**src/design/hfrs_pkg.sv**
```systemverilog
// Package for the Haar feature rectangle scaler: widths, constants and the
// word types that the pipeline modules pass between each other.
// No dependencies.
package hfrs_pkg;

	localparam int COORD_BITS      = 12;
	localparam int BASE_BITS       = 8;
	localparam int SCALE_FRAC_BITS = 8;
	localparam int SCALE_BITS      = 16;
	localparam int PROD_BITS       = BASE_BITS + SCALE_BITS;
	localparam int WIDE_BITS       = PROD_BITS + 1;
	localparam int MAX_RECTS       = 4;
	localparam int CNT_BITS        = $clog2(MAX_RECTS);
	localparam int APB_ADDR_BITS   = 3;
	localparam int APB_DATA_BITS   = 32;

	typedef logic [COORD_BITS-1:0] coord_t;
	typedef logic [BASE_BITS-1:0]  base_t;

	localparam coord_t COORD_MAX = '1;
	localparam coord_t MIN_HALF  = coord_t'(2);
	localparam coord_t MIN_THIRD = coord_t'(3);
	localparam logic [SCALE_BITS-1:0] SCALE_ONE = SCALE_BITS'(1) << SCALE_FRAC_BITS;

	localparam logic [APB_ADDR_BITS-3:0] REG_SCALE = '0;

	typedef enum logic [2:0] {
		MASK_HALF_H  = 3'd0,
		MASK_HALF_V  = 3'd1,
		MASK_THIRD_H = 3'd2,
		MASK_THIRD_V = 3'd3,
		MASK_DIAG    = 3'd4
	} mask_type_t;

	typedef struct packed {
		logic [2:0] mask_type;
		base_t      feat_x;
		base_t      feat_y;
		base_t      feat_w;
		base_t      feat_h;
		coord_t     win_x;
		coord_t     win_y;
	} feature_t;

	typedef struct packed {
		coord_t loc_x;
		coord_t loc_y;
		coord_t rect_left;
		coord_t rect_top;
		coord_t rect_right;
		coord_t rect_bottom;
		logic   is_black;
		logic   last;
	} rect_t;

	typedef struct packed {
		mask_type_t mask_type;
		coord_t     loc_x;
		coord_t     loc_y;
		coord_t     width;
		coord_t     height;
	} geom_t;

	typedef struct packed {
		coord_t left;
		coord_t top;
		coord_t right;
		coord_t bottom;
		logic   is_black;
	} rect_box_t;

	typedef struct packed {
		coord_t                      loc_x;
		coord_t                      loc_y;
		rect_box_t [MAX_RECTS-1:0]   box;
		logic [CNT_BITS-1:0]         cnt_m1;
	} rect_list_t;

endpackage

```
**src/design/haar_feature_rect_scaler.sv**
```systemverilog
// Top level of the Haar feature rectangle scaler: input register, scaling
// and rectangle stages, result sequencer and configuration port.
// Depends on hfrs_pkg, hfrs_cfg, hfrs_scale, hfrs_rects and hfrs_emit.

// A feature is taken when start is high and busy is low; its rectangles come
// out one word per cycle on rect, each marked by rect_valid for one cycle,
// white ones first, with last set on the final one. When the result port is
// idle, the first rectangle passes the input register, the scaled-feature
// register, the sequencer's list register and the result register. A feature
// of two-halves type gives two words, a thirds feature three and a diagonal
// feature four; the one-word-per-cycle result port sets the rate at which
// features are taken. An unknown pattern type is taken and gives no words.
// The receiver cannot stall the result port. Write the scale register only
// while no feature is in flight.
module haar_feature_rect_scaler import hfrs_pkg::*; (
	input  logic                     clk,
	input  logic                     arst_n,
	input  logic                     psel,
	input  logic                     penable,
	input  logic                     pwrite,
	input  logic [APB_ADDR_BITS-1:0] paddr,
	input  logic [APB_DATA_BITS-1:0] pwdata,
	output logic [APB_DATA_BITS-1:0] prdata,
	output logic                     pready,
	input  logic                     start,
	output logic                     busy,
	input  feature_t                 feature,
	output rect_t                    rect,
	output logic                     rect_valid
);

	logic [SCALE_BITS-1:0] scale;
	feature_t              feat_s1;
	logic                  valid_s1;
	geom_t                 geom;
	geom_t                 geom_s2;
	logic                  valid_s2;
	rect_list_t            list;
	logic                  emit_ready;
	logic                  free_s2;
	logic                  adv_s1;
	logic                  adv_s2;
	logic                  accept;

	assign free_s2 = !valid_s2 || emit_ready;
	assign adv_s2  = valid_s2 && emit_ready;
	assign adv_s1  = valid_s1 && free_s2;
	assign busy    = valid_s1 && !free_s2;
	assign accept  = start && !busy;

	hfrs_cfg u_cfg (
		.clk     (clk),
		.arst_n  (arst_n),
		.psel    (psel),
		.penable (penable),
		.pwrite  (pwrite),
		.paddr   (paddr),
		.pwdata  (pwdata),
		.prdata  (prdata),
		.pready  (pready),
		.scale   (scale)
	);

	always_ff @(posedge clk or negedge arst_n) begin
		if (!arst_n) begin
			valid_s1 <= 1'b0;
			valid_s2 <= 1'b0;
		end else begin
			if (accept) begin
				valid_s1 <= (feature.mask_type <= MASK_DIAG);
			end else if (adv_s1) begin
				valid_s1 <= 1'b0;
			end
			if (adv_s1) begin
				valid_s2 <= 1'b1;
			end else if (adv_s2) begin
				valid_s2 <= 1'b0;
			end
		end
	end

	always_ff @(posedge clk) begin
		if (accept) begin
			feat_s1 <= feature;
		end
		if (adv_s1) begin
			geom_s2 <= geom;
		end
	end

	hfrs_scale u_scale (
		.feat  (feat_s1),
		.scale (scale),
		.geom  (geom)
	);

	hfrs_rects u_rects (
		.geom (geom_s2),
		.list (list)
	);

	hfrs_emit u_emit (
		.clk        (clk),
		.arst_n     (arst_n),
		.load       (adv_s2),
		.list       (list),
		.ready      (emit_ready),
		.rect       (rect),
		.rect_valid (rect_valid)
	);

	// A word that is not the last of its feature is followed at once by the
	// next word of the same feature.
	a_burst_contiguous: assert property (@(posedge clk) disable iff (!arst_n)
		rect_valid && !rect.last |=> rect_valid && $stable(rect.loc_x) && $stable(rect.loc_y))
		else $error("rectangle burst broken");

	// A stalled scaled feature keeps its contents.
	a_s2_hold: assert property (@(posedge clk) disable iff (!arst_n)
		valid_s2 && !emit_ready |=> valid_s2 && $stable(geom_s2))
		else $error("stage two lost while stalled");

	// The input only stalls when the stages behind it are full.
	a_busy_full: assert property (@(posedge clk) disable iff (!arst_n)
		busy |-> valid_s1 && valid_s2)
		else $error("busy with room in the pipeline");

	// A word leaves only if the sequencer held a list in the previous cycle.
	a_word_source: assert property (@(posedge clk) disable iff (!arst_n)
		rect_valid |-> $past(u_emit.valid_s3))
		else $error("result word without a source");

endmodule

```
**src/design/hfrs_cfg.sv**
```systemverilog
// Configuration register file of the rectangle scaler: the scale register
// behind an APB-style port. Depends on hfrs_pkg.
module hfrs_cfg import hfrs_pkg::*; (
	input  logic                     clk,
	input  logic                     arst_n,
	input  logic                     psel,
	input  logic                     penable,
	input  logic                     pwrite,
	input  logic [APB_ADDR_BITS-1:0] paddr,
	input  logic [APB_DATA_BITS-1:0] pwdata,
	output logic [APB_DATA_BITS-1:0] prdata,
	output logic                     pready,
	output logic [SCALE_BITS-1:0]    scale
);

	logic [SCALE_BITS-1:0] scale_q;
	logic                  hit_scale;

	assign hit_scale = (paddr[APB_ADDR_BITS-1:2] == REG_SCALE);
	assign pready    = 1'b1;
	assign scale     = scale_q;

	always_ff @(posedge clk or negedge arst_n) begin
		if (!arst_n) begin
			scale_q <= SCALE_ONE;
		end else if (psel && penable && pwrite && pready && hit_scale) begin
			scale_q <= pwdata[SCALE_BITS-1:0];
		end
	end

	always_comb begin
		prdata = '0;
		if (hit_scale) begin
			prdata = APB_DATA_BITS'(scale_q);
		end
	end

endmodule

```
**src/design/hfrs_scale.sv**
```systemverilog
// Scaling stage of the rectangle scaler: scaled mask location and scaled,
// saturated and clamped feature size. Depends on hfrs_pkg.
module hfrs_scale import hfrs_pkg::*; (
	input  feature_t              feat,
	input  logic [SCALE_BITS-1:0] scale,
	output geom_t                 geom
);

	typedef logic [WIDE_BITS-1:0] wide_t;

	localparam wide_t HALF_LSB = wide_t'(1) << (SCALE_FRAC_BITS - 1);

	function automatic coord_t sat_coord(input wide_t v);
		coord_t r;
		r = (v > wide_t'(COORD_MAX)) ? COORD_MAX : v[COORD_BITS-1:0];
		return r;
	endfunction

	function automatic coord_t scaled_loc(input base_t base, input coord_t origin,
		input logic [SCALE_BITS-1:0] s);
		wide_t p;
		wide_t v;
		p = wide_t'(base) * wide_t'(s);
		v = (p >> SCALE_FRAC_BITS) + wide_t'(origin);
		return sat_coord(v);
	endfunction

	function automatic coord_t scaled_size(input base_t base, input coord_t min_size,
		input logic [SCALE_BITS-1:0] s);
		wide_t  p;
		coord_t r;
		p = wide_t'(base) * wide_t'(s) + HALF_LSB;
		r = sat_coord(p >> SCALE_FRAC_BITS);
		return (r < min_size) ? min_size : r;
	endfunction

	mask_type_t mtype;
	coord_t     min_size;

	always_comb begin
		mtype       = mask_type_t'(feat.mask_type);
		min_size    = (mtype == MASK_THIRD_H || mtype == MASK_THIRD_V) ? MIN_THIRD : MIN_HALF;
		geom.mask_type = mtype;
		geom.loc_x  = scaled_loc(feat.feat_x, feat.win_x, scale);
		geom.loc_y  = scaled_loc(feat.feat_y, feat.win_y, scale);
		geom.width  = scaled_size(feat.feat_w, min_size, scale);
		geom.height = scaled_size(feat.feat_h, min_size, scale);
	end

endmodule

```
**src/design/hfrs_rects.sv**
```systemverilog
// Rectangle stage of the rectangle scaler: splits the scaled mask into its
// white and black rectangles. Depends on hfrs_pkg.
module hfrs_rects import hfrs_pkg::*; (
	input  geom_t      geom,
	output rect_list_t list
);

	localparam int DIV3_SHIFT = COORD_BITS + 1;
	localparam int RECIP_BITS = COORD_BITS + 1;
	localparam logic [RECIP_BITS-1:0] RECIP3 = RECIP_BITS'((2 ** DIV3_SHIFT) / 3 + 1);

	function automatic coord_t div3(input coord_t n);
		logic [COORD_BITS+RECIP_BITS-1:0] p;
		p = (COORD_BITS+RECIP_BITS)'(n) * (COORD_BITS+RECIP_BITS)'(RECIP3);
		return p[DIV3_SHIFT +: COORD_BITS];
	endfunction

	function automatic rect_box_t mk_box(input coord_t l, input coord_t t, input coord_t r,
		input coord_t b, input logic black);
		rect_box_t x;
		x.left     = l;
		x.top      = t;
		x.right    = r;
		x.bottom   = b;
		x.is_black = black;
		return x;
	endfunction

	coord_t     zero;
	coord_t     one;
	coord_t     half_w;
	coord_t     half_h;
	coord_t     w_m1;
	coord_t     h_m1;
	coord_t     n;
	coord_t     third;
	coord_t     third2;
	coord_t     n_m1;
	coord_t     lo_end;
	coord_t     hi_start;
	coord_t     bk_start;
	coord_t     bk_end;
	logic [1:0] rem;
	logic       ext;

	always_comb begin
		zero     = '0;
		one      = coord_t'(1);
		half_w   = geom.width >> 1;
		half_h   = geom.height >> 1;
		w_m1     = geom.width - one;
		h_m1     = geom.height - one;
		n        = (geom.mask_type == MASK_THIRD_H) ? geom.width : geom.height;
		third    = div3(n);
		third2   = third << 1;
		rem      = 2'(n - third2 - third);
		ext      = (rem == 2'd2);
		n_m1     = n - one;
		lo_end   = third - one + coord_t'(ext);
		hi_start = third2 + coord_t'(rem);
		bk_start = third + coord_t'(ext);
		bk_end   = third2 - one + coord_t'(rem);

		list.loc_x  = geom.loc_x;
		list.loc_y  = geom.loc_y;
		list.box    = '0;
		list.cnt_m1 = '0;
		case (geom.mask_type)
			MASK_HALF_H: begin
				list.box[0] = mk_box(half_w, zero, w_m1, h_m1, 1'b0);
				list.box[1] = mk_box(zero, zero, half_w - one, h_m1, 1'b1);
				list.cnt_m1 = CNT_BITS'(1);
			end
			MASK_HALF_V: begin
				list.box[0] = mk_box(zero, half_h, w_m1, h_m1, 1'b0);
				list.box[1] = mk_box(zero, zero, w_m1, half_h - one, 1'b1);
				list.cnt_m1 = CNT_BITS'(1);
			end
			MASK_THIRD_H: begin
				list.box[0] = mk_box(zero, zero, lo_end, h_m1, 1'b0);
				list.box[1] = mk_box(hi_start, zero, n_m1, h_m1, 1'b0);
				list.box[2] = mk_box(bk_start, zero, bk_end, h_m1, 1'b1);
				list.cnt_m1 = CNT_BITS'(2);
			end
			MASK_THIRD_V: begin
				list.box[0] = mk_box(zero, zero, w_m1, lo_end, 1'b0);
				list.box[1] = mk_box(zero, hi_start, w_m1, n_m1, 1'b0);
				list.box[2] = mk_box(zero, bk_start, w_m1, bk_end, 1'b1);
				list.cnt_m1 = CNT_BITS'(2);
			end
			MASK_DIAG: begin
				list.box[0] = mk_box(half_w, zero, w_m1, half_h - one, 1'b0);
				list.box[1] = mk_box(zero, half_h, half_w - one, h_m1, 1'b0);
				list.box[2] = mk_box(zero, zero, half_w - one, half_h - one, 1'b1);
				list.box[3] = mk_box(half_w, half_h, w_m1, h_m1, 1'b1);
				list.cnt_m1 = CNT_BITS'(3);
			end
			default: begin
				list.cnt_m1 = '0;
			end
		endcase
	end

endmodule

```
**src/design/hfrs_emit.sv**
```systemverilog
// Result sequencer of the rectangle scaler: holds one rectangle list and
// sends its entries, one word per cycle, through the result register.
// Depends on hfrs_pkg.
module hfrs_emit import hfrs_pkg::*; (
	input  logic       clk,
	input  logic       arst_n,
	input  logic       load,
	input  rect_list_t list,
	output logic       ready,
	output rect_t      rect,
	output logic       rect_valid
);

	rect_list_t          list_s3;
	logic                valid_s3;
	logic [CNT_BITS-1:0] idx_q;
	rect_t               rect_q;
	logic                rect_valid_q;
	logic                last_now;
	rect_t               cur;

	assign last_now   = (idx_q == list_s3.cnt_m1);
	assign ready      = !valid_s3 || last_now;
	assign rect       = rect_q;
	assign rect_valid = rect_valid_q;

	always_comb begin
		cur.loc_x       = list_s3.loc_x;
		cur.loc_y       = list_s3.loc_y;
		cur.rect_left   = list_s3.box[idx_q].left;
		cur.rect_top    = list_s3.box[idx_q].top;
		cur.rect_right  = list_s3.box[idx_q].right;
		cur.rect_bottom = list_s3.box[idx_q].bottom;
		cur.is_black    = list_s3.box[idx_q].is_black;
		cur.last        = last_now;
	end

	always_ff @(posedge clk or negedge arst_n) begin
		if (!arst_n) begin
			valid_s3     <= 1'b0;
			idx_q        <= '0;
			rect_valid_q <= 1'b0;
		end else begin
			rect_valid_q <= valid_s3;
			if (load) begin
				valid_s3 <= 1'b1;
				idx_q    <= '0;
			end else if (valid_s3 && last_now) begin
				valid_s3 <= 1'b0;
			end else if (valid_s3) begin
				idx_q <= idx_q + CNT_BITS'(1);
			end
		end
	end

	always_ff @(posedge clk) begin
		if (load) begin
			list_s3 <= list;
		end
		rect_q <= cur;
	end

endmodule

```
**config.mk**
```make
export PLATFORM = sky130hd
export DESIGN_NAME = haar_feature_rect_scaler
export DESIGN_NICKNAME = d
export VERILOG_FILES = /design/src/design/hfrs_pkg.sv /design/src/design/haar_feature_rect_scaler.sv /design/src/design/hfrs_cfg.sv /design/src/design/hfrs_scale.sv /design/src/design/hfrs_rects.sv /design/src/design/hfrs_emit.sv
export SDC_FILE = /design/constraint.sdc
export NUM_CORES = 2
export LEC_CHECK = 0
export ABC_AREA = 1
export BUFFER_PORTS_ARGS = -buffer_cell sky130_fd_sc_hd__buf_2
export CORE_UTILIZATION = 55
export CTS_CLUSTER_DIAMETER = 40
export DETAILED_ROUTE_END_ITERATION = 16
export MAX_ROUTING_LAYER = met4
export PLACE_DENSITY = 0.77
export SYNTH_ARGS = -nofsm -noshare
export SYNTH_HDL_FRONTEND = slang
export SYNTH_SLANG_ARGS = --single-unit
```
**constraint.sdc**
```tcl
create_clock -name clk -period 31.6 [get_ports clk]
set_input_delay 1.58 -clock clk [delete_from_list [all_inputs] [get_ports clk]]
set_output_delay 1.58 -clock clk [all_outputs]
set_load 0.01 [all_outputs]
```
==> impl_results.md <==
* Status: finished, final reports clean
* First-pass GRT wire length at 161 mm
* Ratio of cells with drive above 1 in the final layout at between 7 and 8%
* I/O pin count at about 210
* Top cells by count, synth: inv_1 (1144), nand2_1 (1060), nor2_1 (397)
* Largest net degree at the start of global routing at 92
* CP max-delay cell: o21ai_0
* 1st-iter DRT viols at 2741
* Data arrival, critical path at 9.83 ns
* CP required at about 32 ns
* Routed via count at approximately 32000
* FILL cells at 6190
* Measured slew at the worst slew-check pin at 1.15 ns
* Routed wire length at between 100 and 150 mm
* Register area share after synthesis at between 20 and 30%
* Post-synth top area cell: edfxtp_1
* Area of the multi-input gates at 23100 um2
* Slew HR at 22.9%
* RSZ-0062 raised after global routing: false
* FP Rows at 98
* Pre-antenna DRT Iters at 6
* Root Buffer: clkbuf_16
* Total grt overflow at 0
* TritonCTS clock tree: yes
* TritonCTS buffer count at between 60 and 70
* Syn Inst Count at 4865
* Setup TNS at 0 ns
* WL per Instance at approximately 17 um
* Clk pin slew, worst setup/hold paths at about 0.05 ns
* Antenna Nets Post-Route at 0
* Die area at 74000 um2
* Seq. cell area at 11900 um2
* Die Width at between 200 and 300 um
* Highest clock rate at 0.105 GHz
* Ys Warns at 0
* Layout area overhead at 9.61%
* H-Tree Depth at 3
* Synth top area cells: edfxtp_1 (24%), fa_1 (19%), ha_1 (11%), inv_1 (11%), nand2_1 (9.9%)
* Critical Path Start Type: register
* Hold_buf cts at 0
* Vias per cell at 5.34
* Mapped Area at 40100 um2
* Setup violations, final at 0
* Mapped Avg Cell Area at 8.25 um2
* Most frequent cell after synthesis: inv_1
* # nets final at 5768
* Initial Util at 55.8%
* Routability cong. at 0.996
* Total global-route track usage at 28.3%
* Fin. Hold Viols at 0
* CTS resizes at 0
* Most frequently used flop master after synthesis: edfxtp_1
* Worst setup EP type: register
* # Post-CTS Setup Buffers at 0
* Unique cell type count in the Yosys netlist at 62
* DRC viols at 0
* Worst skew pair latency at ~0.64 ns
* Clk sinks at between 400 and 500
* Crit path time final at ~9.5 ns
* Die Span Y at approximately 270 um
* Post-synth ARST share at 5.20%
* Clock Skew at 0.0625 ns
* Max cap viols at 0
* Critical path class: register to register
* HPWL after DPL at 76.1 mm
* Max Slew Vio Count at 0
* CP peak stage delay at ~1.1 ns
* Core area at approximately 72000 um2
* Share of the synthesized area in the top cell type at 24.5%
* PortBufs at between 150 and 200
* HP Class: register to register
* EDFF count, synth at 327
* Flops & latches, synth at around 420
* Initial antenna violation count at 0
* Clock Path Buffers at 3
* Hold Slack at 0.339 ns
* Period utilisation layout at a little under a third
* CP Max Fanout at 72
* Number of global-route vias before repair at 31700
-- layout by cell type (no fill, tap or decap), types with 14 or more instances in the layout --
cell type,count
buf_4,31
dfxtp_1,74
o211ai_1,21
nand2_1,1060
o221ai_1,19
nand4_1,46
xnor2_1,46
edfxtp_1,327
o21ai_0,172
conb_1,17
a21oi_1,142
inv_2,14
nand3_1,111
dfrtp_1,20
xor2_1,95
o22ai_1,65
o21bai_1,20
fa_1,374
clkbuf_16,67
nor3_1,23
buf_2,173
inv_1,1141
nor2_1,395
ha_1,349
-- final timing paths --
check / depth (start not counted) / start / to / slack [ns]
min in group asynchronous: 1 / arst_n / u_cfg.scale[15] / 0.97
max in group asynchronous: 1 / arst_n / u_emit.idx_q[0] / 30.16
hold reg to reg: 0 / u_emit.cur[57] / u_emit.rect[57] / 0.34
setup reg to reg: 34 / geom_s2[50] / u_emit.list_s3[110] / 22.11
hold / removal: 0 / u_emit.cur[57] / u_emit.rect[57] / 0.34
setup / recovery: 34 / geom_s2[50] / u_emit.list_s3[110] / 22.11
-- logic make-up (layout without fill, tap and decap cells) --
| family | count (synthesis) | count (layout) | synth area share [%] |
|---|---|---|---|
| and+or+nand+nor | 1702 | 1702 | 17.3 |
| buffers and inverters | 1367 | 1485 | 13.1 |
| AOI/OAI and AO/OA | 504 | 504 | 7.35 |
| other | 2 | 18 | 0.0187 |
| DFF | 423 | 423 | 29.5 |
| adders and majority gates | 723 | 723 | 29.5 |
| xor gates and xnor gates | 144 | 144 | 3.20 |
-- registers in the layout, indices dropped and copies added (netlist names) --
| signal | cells |
|---|---|
| u_emit.rect | 74 |
| u_emit.cur | 24 |
| valid_s2 | 1 |
| u_emit.idx_q | 2 |
| u_emit.valid_s3 | 1 |
| valid_s1 | 1 |
| u_emit.rect_valid | 1 |
| geom_s2 | 51 |
| u_cfg.scale | 16 |
| u_emit.list_s3 | 193 |
| feat_s1 | 59 |
-- per-stage QoR --
step | instances | cell area [um2] | util (%) | setup WS, ns
detailed placement | 5827 | 41600 | 57.9 | 22.31
floorplan | 4880 | 40200 | - | 20.76
CTS | 5948 | 44000 | 61.2 | 22.27
finish | 5949 | 44000 | 61.2 | 22.11
global placement | 5827 | 41600 | 57.9 | 22.38
global route | 5948 | 44000 | 61.2 | 21.46
-- final cells by class --
cell class | count | share of cell area (%)
Multi-Input combinational cell | 3090 | 52.5
Sequential cell | 423 | 27.0
Inverter | 1160 | 9.91
Clock buffer | 75 | 3.90
Tap cell | 950 | 2.70
Timing Repair Buffer | 204 | 2.50
Clock inverter | 46 | 1.50
Antenna cell | 1 | 0.00569
-- worst max-delay path: cells and delay by family (launching register included) --
family / cells / cell delay, ns
fa+ha+maj: 9 / 3.42
xor+xnor: 5 / 1.50
compound gates: 5 / 1.66
flops: 1 / 0.42
buf+inv: 7 / 0.71
simple gates: 8 / 1.45
-- per-layer routing --
metal,part of all wire (%),track usage (%),up-vias,routed length (um)
met5,0,-,-,0
met4,4.9,13.0,0,4900
met3,7.3,3.78,295,7300
met2,47,45.9,1322,47400
met1,40,35.3,15100,40600
li1,-,-,15100,-
Power is not shown: default switching activity piles up to over one toggle a cycle in this logic, so the estimate is an artifact.
